File: src/design/cswq_pkg.sv
// ----------------------------------------------------------------------------
// cswq_pkg: shared types and codes for the semaphore wait queue
// Request opcodes, response status codes and the queue cell control bundle.
// ----------------------------------------------------------------------------
package cswq_pkg;

   localparam int OP_W     = 2;
   localparam int STATUS_W = 3;
   localparam int TID_W    = 8;
   localparam int VALUE_W  = 17;
   localparam int INIT_W   = 16;

   typedef enum logic [OP_W-1:0] {
      OP_DOWN   = 2'd0,
      OP_UP     = 2'd1,
      OP_READ   = 2'd2,
      OP_UNUSED = 2'd3
   } op_type;

   typedef enum logic [STATUS_W-1:0] {
      ST_GRANTED   = 3'd0,
      ST_BLOCKED   = 3'd1,
      ST_WOKEN     = 3'd2,
      ST_INCREMENT = 3'd3,
      ST_FULL      = 3'd4,
      ST_SATURATED = 3'd5,
      ST_VALUE     = 3'd6
   } status_type;

   // per-cell control: shift takes the neighbor's id, load takes the pushed id
   typedef struct packed {
      logic shift;
      logic load;
   } cell_ctl_type;

endpackage

File: src/design/cswq_cell.sv
// ----------------------------------------------------------------------------
// cswq_cell: one slot of the wait queue
// Holds one waiting thread id; on a pop it takes its upstream neighbor's id,
// on a push addressed to it it takes the incoming id.
// ----------------------------------------------------------------------------
module cswq_cell
   import cswq_pkg::*;
#(
   parameter int ID_BITS = 8
) (
   input  logic               clock,
   input  cell_ctl_type       ctl,
   input  logic [ID_BITS-1:0] neighbor_id,
   input  logic [ID_BITS-1:0] push_id,
   output logic [ID_BITS-1:0] id
);

   logic [ID_BITS-1:0] id_ff;
   logic [ID_BITS-1:0] id_in;

   always_comb begin
      id_in = id_ff;
      if (ctl.shift) begin
         id_in = neighbor_id;
      end else if (ctl.load) begin
         id_in = push_id;
      end
   end

   always_ff @(posedge clock) begin
      id_ff <= id_in;
   end

   assign id = id_ff;

endmodule

File: src/design/counting_semaphore_wait_queue_top.sv
// ----------------------------------------------------------------------------
// Response: each response beat is registered from its accepted request beat.
// Throughput: one request per cycle unless a response is stalled; the count
//   update and the cell shift or load finish in the cycle of acceptance.
// Reset: synchronous; clears the count, queue occupancy and response valid.
//   Queue cell contents are not reset.
// ----------------------------------------------------------------------------
// counting_semaphore_wait_queue_top: counting semaphore with FIFO wait queue
// Down takes a unit or queues the requester; up wakes the oldest waiter or
// adds a unit; READ/UNUSED report the count or minus the number of waiters.
// ----------------------------------------------------------------------------
module counting_semaphore_wait_queue_top
   import cswq_pkg::*;
#(
   parameter int QUEUE_DEPTH    = 16,
   parameter int THREAD_ID_BITS = 8,
   parameter int COUNT_BITS     = 16
) (
   input  logic                      clock,
   input  logic                      reset,
   input  logic                      req_valid,
   output logic                      req_ready,
   input  logic [OP_W-1:0]           req_op,
   input  logic [TID_W-1:0]          req_thread_id,
   output logic                      rsp_valid,
   input  logic                      rsp_ready,
   output logic [STATUS_W-1:0]       rsp_status,
   output logic [TID_W-1:0]          rsp_woken_thread,
   output logic signed [VALUE_W-1:0] rsp_sem_value,
   input  logic                      csr_we,
   input  logic [INIT_W-1:0]         csr_wdata
);

   localparam int TOT_W = $clog2(QUEUE_DEPTH + 1);

   logic [COUNT_BITS-1:0]     count_ff, count_in;
   logic [TOT_W-1:0]          total_ff, total_in;
   logic                      rsp_valid_ff, rsp_valid_in;
   status_type                status_ff, status_in;
   logic [TID_W-1:0]          woken_ff, woken_in;
   logic [VALUE_W-1:0]        value_ff, value_in;

   logic                      accept;
   logic                      push, pop;
   logic [THREAD_ID_BITS-1:0] push_id;
   logic [THREAD_ID_BITS-1:0] cell_id [QUEUE_DEPTH];
   cell_ctl_type              cell_ctl [QUEUE_DEPTH];

   logic [THREAD_ID_BITS+TID_W-1:0]  tid_ext;
   logic [THREAD_ID_BITS+TID_W-1:0]  head_ext;
   logic [COUNT_BITS+INIT_W-1:0]     init_ext;
   logic [COUNT_BITS+VALUE_W-1:0]    count_ext;

   assign req_ready = !rsp_valid_ff || rsp_ready;
   assign accept    = req_valid && req_ready;

   assign tid_ext   = {{THREAD_ID_BITS{1'b0}}, req_thread_id};
   assign push_id   = tid_ext[THREAD_ID_BITS-1:0];
   assign head_ext  = {{TID_W{1'b0}}, cell_id[0]};
   assign init_ext  = {{COUNT_BITS{1'b0}}, csr_wdata};
   assign count_ext = {{VALUE_W{1'b0}}, count_ff};

   always_comb begin
      count_in  = count_ff;
      total_in  = total_ff;
      push      = 1'b0;
      pop       = 1'b0;
      status_in = ST_VALUE;
      woken_in  = '0;
      value_in  = '0;
      case (op_type'(req_op))
         OP_DOWN: begin
            if (count_ff != '0) begin
               count_in  = count_ff - 1'b1;
               status_in = ST_GRANTED;
            end else if (total_ff == TOT_W'(QUEUE_DEPTH)) begin
               status_in = ST_FULL;
            end else begin
               push      = 1'b1;
               total_in  = total_ff + 1'b1;
               status_in = ST_BLOCKED;
            end
         end
         OP_UP: begin
            if (total_ff != '0) begin
               pop       = 1'b1;
               total_in  = total_ff - 1'b1;
               woken_in  = head_ext[TID_W-1:0];
               status_in = ST_WOKEN;
            end else if (&count_ff) begin
               status_in = ST_SATURATED;
            end else begin
               count_in  = count_ff + 1'b1;
               status_in = ST_INCREMENT;
            end
         end
         default: begin
            status_in = ST_VALUE;
            if (count_ff != '0) begin
               value_in = count_ext[VALUE_W-1:0];
            end else begin
               value_in = VALUE_W'(0) - VALUE_W'(total_ff);
            end
         end
      endcase
      if (!accept) begin
         push     = 1'b0;
         pop      = 1'b0;
         count_in = count_ff;
         total_in = total_ff;
      end
      if (csr_we) begin
         push     = 1'b0;
         pop      = 1'b0;
         count_in = init_ext[COUNT_BITS-1:0];
         total_in = '0;
      end
   end

   always_comb begin
      rsp_valid_in = rsp_valid_ff;
      if (accept) begin
         rsp_valid_in = 1'b1;
      end else if (rsp_ready) begin
         rsp_valid_in = 1'b0;
      end
   end

   genvar i;
   generate
      for (i = 0; i < QUEUE_DEPTH; i++) begin : g_cell
         logic [THREAD_ID_BITS-1:0] neighbor;
         if (i == QUEUE_DEPTH - 1) begin : g_last
            assign neighbor = push_id;
         end else begin : g_mid
            assign neighbor = cell_id[i+1];
         end
         assign cell_ctl[i].shift = pop;
         assign cell_ctl[i].load  = push && (total_ff == TOT_W'(i));
         cswq_cell #(
            .ID_BITS (THREAD_ID_BITS)
         ) u_cell (
            .clock       (clock),
            .ctl         (cell_ctl[i]),
            .neighbor_id (neighbor),
            .push_id     (push_id),
            .id          (cell_id[i])
         );
      end
   endgenerate

   always_ff @(posedge clock) begin
      if (reset) begin
         count_ff     <= '0;
         total_ff     <= '0;
         rsp_valid_ff <= 1'b0;
      end else begin
         count_ff     <= count_in;
         total_ff     <= total_in;
         rsp_valid_ff <= rsp_valid_in;
      end
   end

   always_ff @(posedge clock) begin
      if (accept) begin
         status_ff <= status_in;
         woken_ff  <= woken_in;
         value_ff  <= value_in;
      end
   end

   assign rsp_valid        = rsp_valid_ff;
   assign rsp_status       = status_ff;
   assign rsp_woken_thread = woken_ff;
   assign rsp_sem_value    = value_ff;

endmodule

File: config.mk
export PLATFORM = sky130hd
export DESIGN_NAME = counting_semaphore_wait_queue_top
export DESIGN_NICKNAME = d
export VERILOG_FILES = /design/src/design/cswq_pkg.sv /design/src/design/cswq_cell.sv /design/src/design/counting_semaphore_wait_queue_top.sv
export SDC_FILE = /design/constraint.sdc
export NUM_CORES = 1
export LEC_CHECK = 0
export ABC_CLOCK_PERIOD_IN_PS = 3900
export BUFFER_PORTS_ARGS = -buffer_cell sky130_fd_sc_hd__buf_4
export CAP_MARGIN = 10
export CORE_MARGIN = 3
export CORE_UTILIZATION = 49
export CTS_BUF_LIST = sky130_fd_sc_hd__clkbuf_16
export CTS_CLUSTER_DIAMETER = 50
export DETAILED_ROUTE_END_ITERATION = 10
export PLACE_DENSITY = 0.67
export SLEW_MARGIN = 0
export SYNTH_ARGS = -nofsm -noshare
export SYNTH_HDL_FRONTEND = slang
export SYNTH_SLANG_ARGS = --single-unit
File: constraint.sdc
create_clock -name clock -period 3.9 [get_ports clock]
set_clock_uncertainty 0.1 [all_clocks]
set_input_delay 0.39 -clock clock [delete_from_list [all_inputs] [get_ports clock]]
set_output_delay 0.39 -clock clock [all_outputs]
set_load 0.01 [all_outputs]
==> results.md, run 1 <==
- RR Startpoint: total_ff[0]
- Post-synthesis simple-gate area fraction: 0.1992
- Die Span X: 136.0 um
- Initial drt markers: 507
- VDD IR max: 0.2880 mV
- Mapped cell area: 8277 um^2
- Resize count post-CTS: 0
- Root buffer cell: clkbuf_16
- Mux cell area share after synthesis: 0.01088
- Final Util: 0.5890
- WL final: 18.22 mm
- Total number of vias: 5,830
- Post-route insts no fill: 1,062
- Via density: 5.490
- Worst Tran Pin Value: 1.086 ns
- Yosys warnings: 0
- Hold Startpoint: req_thread_id[4]
- IO Port Bufs: 60
- Compound-Gate Fraction of Synth Area: 0.09206
- Met2 Resource Use GR: 0.3252
- Die ar.: 18,490 um^2
- CP endpoint kind: register
- Post-Synth Adder-Cell Area: 0.03870
- GR Util met3: 0.03960
- Post-route antenna net violation count: 0
- Tmin final: 3.373 ns
- Switching Fraction: 0.2403
- Global-route wire length before repair: 29.18 mm
- R2R Path End: g_cell[2].u_cell.id[1]
- Sequential area share after synthesis: 0.6192
- Final net count: 889
- Clock power share: 0.389
- Placed Area: 8991 um^2
- Crit start category: register
- Final GP Congestion: 0.8942
- Die height: 136.0 um
- Clk buf depth: 2
- IO Pins: 61
- Post-synth top cells: nand2_1 (287), edfxtp_1 (156), o21ai_0 (32), a21oi_1 (25), ha_1 (24)
- Lkg Pwr: 3.736 nW
- FF+latch area: 5125 um^2
- Largest family of logic cells by synthesized area: simple AND/OR/NAND/NOR gates
- Drt first pass iters: 5
- Place WS: 0.4967 ns
- Max Cap Viol: 0
- Total global-route track usage: 0.2045
- Crit path top cell by count: ha_1
- Number of fill cells: 1,368
- Initial antenna violation count: 0
- Synth top area cells: edfxtp_1 (57%), nand2_1 (13%), dfxtp_1 (5.3%), ha_1 (3.6%), o21ai_0 (1.9%)
- Max_slew headroom: 0.2686
- CTS tree: done
- Cell with the most instances after synthesis: nand2_1
- Final hold slack: 0.04817 ns
- Fmax: 296.5 MHz
- CTS clk-pin slew, worst paths: 0.07 ns
- Hold Buf Count CTS: 0
- Syn_nets: 827
- # diodes: 0
- Largest net degree at the start of global routing: 121
- Seq pwr share: 0.513
- Final Power: 4.153 mW
- Final hold viol count: 0
- Ys flop type: edfxtp_1
- FF-to-FF path depth: 9
- GR Util met1: 0.2893
- Largest area contributor in the netlist: edfxtp_1
- Global route hottest layer: met2
- WS Path Type: register to register
- Post-synth cell types: 67
- Top cell type's share of synthesized area: 0.5660
- Final worst setup slack: 0.5270 ns
- Post-DP HPWL: 12.83 mm
- NetSw: 0.9979 mW
- CP Data Arrival Time: 3.32 ns
- Vias in the first global route: 5,607
- Placed Cells incl. Taps: 1,029
- Total global routing overflow: 0
- Drt drc: 0
- Cts bufs inserted: 17
- Area of the multi-input gates: 2942 um^2
- Hold endpoint: g_cell[15].u_cell.id[4]
- Core area: 16,230 um^2
- Cells after Synth: 771
- Hold Crit Class: input pin to register
- Layout area overhead: 15.51%
- RSZ-0062 raised after global routing: no
- Total clock sinks: 178
- Synth async-reset ratio: 0
- Cell internal pwr: 3.155 mW
- CP required: 3.84 ns
- R2R Setup Slk: 0.53 ns
- Post-route design area: 9560 um^2
- CP max-delay cell: o21ai_0
- Combinational share of power: 0.098
- Post-synth EDFFs: 156
- WHS Path Cells: 1
- Status: finished, final reports clean
- Final setup fails: 0
- Syn_area_per_cell: 10.74 um^2
- Seq cells post-synth: 178
- Crit-path cells: inv_1 > ha_1 > and2_1 > ha_1 > nor2_1 > nand2_4 > nor4_4 > nand2_1 > o21ai_0
- Initial Utilization: 0.5099
- Crit-path max FO: 8
- Post-CTS setup buffers: 0
- Share of cells above drive strength 1: 0.1478
- TNS Setup: 0 ns
- Slew Viols, Final: 0
- Slowest stage delay, CP: 0.86 ns
- Average routed wire per standard cell: 17.16 um
- Post-Synth XOR/XNOR Area: 0.01376
- Max H-tree Level: 4
- PwrDens: 434.4 nW/um^2
- Period utilisation layout: 0.8649
- Row count: 46
- Skew-Pair Late Insertion Delay: 0.43 ns
==> per-layer routing <==
layer,part of all wire,vias to the layer above
li1,-,2829
met1,0.46,2835
met2,0.47,139
met3,0.049,27
met4,0.014,0
met5,0,-
==> kinds of logic after synthesis <==
family | count (synthesis)
mux | 9
buf+inv | 50
flops | 178
simple gates | 381
fa+ha+maj | 25
xor+xnor | 13
compound gates | 115
==> critical path, delay by kind of cell (launching register included) <==
family	cells	cell delay [ns]
AO/OA/AOI/OAI	1	0.86
adder cells (fa/ha/maj)	2	0.46
buffers and inverters	1	0.13
flip-flops	1	0.44
AND/OR/NAND/NOR	5	0.99
==> power groups by stage <==
stage | registers, mW | clock network (mW) | logic [mW]
3_3_place_gp | 2.17 | 0 | 0.403
4_1_cts | 2.13 | 1.64 | 0.407
3_5_place_dp | 2.17 | 0 | 0.405
2_1_floorplan | 2.17 | 0 | 0.255
6_report | 2.13 | 1.61 | 0.408
5_1_grt | 2.13 | 1.73 | 0.454
==> registers in the layout, summed over array words and instances, names as in the netlist <==
name	flops
g_cell.u_cell.id	128
rsp_sem_value	17
count_ff	16
rsp_woken_thread	8
total_ff	5
rsp_status	3
rsp_valid	1
==> worst max path at each step <==
| stage | end | start | slack [ns] | cells past startpoint |
|---|---|---|---|---|
| global route | g_cell[4].u_cell.id[5] | count_ff[6] | 0.23 | 6 |
| finish | g_cell[2].u_cell.id[1] | total_ff[0] | 0.53 | 9 |
| global placement | count_ff[8] | req_op[1] | 0.49 | 10 |
| CTS | g_cell[1].u_cell.id[0] | count_ff[6] | 0.46 | 6 |
| floorplan | count_ff[12] | req_op[1] | 0.93 | 9 |
| detailed placement | g_cell[1].u_cell.id[7] | count_ff[6] | 0.50 | 6 |
==> cell type report <==
class | count | share of cell area
Timing Repair Buffer | 80 | 0.06387
Sequential cell | 178 | 0.5361
Multi-Input combinational cell | 543 | 0.3077
Clock buffer | 17 | 0.04450
Inverter | 13 | 0.005104
Tap cell | 216 | 0.02827
Clock inverter | 15 | 0.01453
==> layout by cell type, fill, tap and decap left out, types with 3 or more instances in the layout <==
cell type	Yosys	routed
o211a_1	4	4
nand2_1	287	287
ha_1	24	24
a21oi_1	25	25
and2_1	11	11
clkbuf_16	0	17
nand2b_1	5	5
nor4_1	8	7
nand4_1	8	8
o211ai_1	4	4
nor2_1	23	23
mux2i_1	9	9
buf_4	1	78
a21o_1	14	14
clkinv_4	0	3
clkinvlp_4	0	4
o21ai_0	32	32
edfxtp_1	156	156
xor2_1	5	5
dfxtp_1	22	22
clkinv_1	1	4
and3_1	5	5
a31oi_1	4	4
or3_1	3	3
nor2b_1	6	6
xnor2_1	8	8
nor3_1	9	9
inv_1	12	12
a211oi_1	7	7
(Power assumes the default switching activity.)
==> run 2: changes to the inputs <==
--- a/config.mk
+++ b/config.mk
@@ -8,12 +8,14 @@
 export ABC_CLOCK_PERIOD_IN_PS = 3900
 export BUFFER_PORTS_ARGS = -buffer_cell sky130_fd_sc_hd__buf_4
 export CAP_MARGIN = 10
+export CELL_PAD_IN_SITES_DETAIL_PLACEMENT = 2
+export CELL_PAD_IN_SITES_GLOBAL_PLACEMENT = 2
 export CORE_MARGIN = 3
-export CORE_UTILIZATION = 49
+export CORE_UTILIZATION = 40
 export CTS_BUF_LIST = sky130_fd_sc_hd__clkbuf_16
 export CTS_CLUSTER_DIAMETER = 50
 export DETAILED_ROUTE_END_ITERATION = 10
-export PLACE_DENSITY = 0.67
+export PLACE_DENSITY = 0.8
 export SLEW_MARGIN = 0
 export SYNTH_ARGS = -nofsm -noshare
 export SYNTH_HDL_FRONTEND = slang
==> results.md, run 2 (synthesized netlist as in run 1, its figures left out) <==
- CTS clk-pin slew, worst paths: 0.07 ns
- Post-route design area: 9619 um^2
- Period utilisation layout: 0.8430
- Total global-route track usage: 0.2410
- Vias in the first global route: 6,908
- IO Pins: 61
- CP max-delay cell: nand2_1
- Slew Viols, Final: 0
- Critical path buffers and inverters: 2
- Initial Utilization: 0.4157
- Max H-tree Level: 4
- Share of cells above drive strength 1: 0.1503
- Total number of vias: 6,134
- Clk buf depth: 2
- Slowest stage delay, CP: 0.53 ns
- Drt drc: 0
- Worst Tran Pin Value: 0.9068 ns
- Global-route wire length before repair: 40.57 mm
- Hold Crit Class: input pin to register
- VDD IR max: 0.2992 mV
- Average routed wire per standard cell: 23.22 um
- WS Path Type: register to register
- PwrDens: 441.2 nW/um^2
- Total global routing overflow: 0
- Final net count: 890
- Instance count on the critical path: 9
- Die height: 149.8 um
- Post-CTS setup buffers: 0
- Max_slew headroom: 0.3948
- Post-route antenna net violation count: 0
- Status: finished, final reports clean
- Root buffer cell: clkbuf_16
- Crit-path max FO: 24
- Resize count post-CTS: 0
- Crit start category: register
- Placed Area: 9067 um^2
- Row count: 51
- Final hold slack: 0.03760 ns
- Crit-path cells: inv_1 > ha_1 > and2_1 > ha_1 > nor2_1 > nand3_1 > buf_4 > nand2_1 > nand2_1
- Most common cell after layout, fill and taps aside: nand2_1
- Largest register FFs: 128
- Total clock sinks: 178
- Fmax: 304.1 MHz
- Initial antenna violation count: 0
- Drt first pass iters: 4
- Via density: 5.526
- Final GP Congestion: 0.8138
- CP top delay family: simple AND/OR/NAND/NOR gates
- Initial drt markers: 489
- Commonest cells after routing, fill and taps aside: nand2_1 (287), edfxtp_1 (156), buf_4 (80), o21ai_0 (32), a21oi_1 (25)
- Max Cap Viol: 0
- CP endpoint kind: register
- Final hold viol count: 0
- CP required: 3.94 ns
- Skew-Pair Late Insertion Delay: 0.44 ns
- Layout area overhead: 16.22%
- # diodes: 0
- Core area: 19,910 um^2
- Die Span X: 149.8 um
- Cts bufs inserted: 17
- TNS Setup: 0 ns
- IO Port Bufs: 60
- Final setup fails: 0
- WHS Path Cells: 1
- Lkg Pwr: 3.751 nW
- Final Power: 4.244 mW
- Die ar.: 22,450 um^2
- RSZ-0062 raised after global routing: no
- Tmin final: 3.288 ns
- Hold Buf Count CTS: 0
- WL final: 25.78 mm
- FF-to-FF path depth: 9
- Largest net degree at the start of global routing: 121
- CTS tree: done
- Post-DP HPWL: 17.68 mm
- CP Data Arrival Time: 3.33 ns
[run 2: where the power goes]
part / total [mW] / internal [mW] / switching, mW
sequential: 2.14 / 2.10 / 0.0374
combinational: 0.434 / 0.166 / 0.268
clock: 1.67 / 0.885 / 0.785
[run 2: stage by stage]
step / util / setup WS (ns) / instances
finish: 0.4832 / 0.6121 / 1110
CTS: 0.4832 / 0.5912 / 1110
floorplan: - / 0.9261 / 771
global placement: 0.4554 / 0.7551 / 1080
detailed placement: 0.4554 / 0.6415 / 1080
global route: 0.4832 / 0.3803 / 1110
[run 2: area by class of cell]
type                    count  area [um^2]
well taps                 265        331.6
flip-flops and latches    178         5125
clock buffers              17        425.4
repair buffers             81        620.6
multi-input cells         543         2942
inverters                  13        48.80
clock inverters            13        126.4
fillers                  2104        10290
[run 2: worst register-to-register path, cell delays in order, from the launching register on]
cell and delay [ns]:
dfxtp_1 0.48, inv_1 0.17, ha_1 0.27, and2_1 0.17, ha_1 0.29, nor2_1 0.38, nand3_1 0.14, buf_4 0.27
nand2_1 0.54, nand2_1 0.17
[run 2: path summary, 6_finish.rpt]
path | to | startpoint | slack, ns
worst max-delay path | g_cell[8].u_cell.id[5] | total_ff[0] | 0.61
worst min-delay path | g_cell[15].u_cell.id[5] | req_thread_id[5] | 0.04
worst max register to register | g_cell[8].u_cell.id[5] | total_ff[0] | 0.61
worst min register to register | g_cell[10].u_cell.id[3] | g_cell[11].u_cell.id[3] | 0.43
[run 2: layer usage]
layer	wire length (um)	vias up	global-route usage
li1	-	2827	-
met2	13260	123	0.4152
met1	11420	3158	0.3149
met5	0	-	0
met3	763	26	0.03907
met4	329	0	0.06862
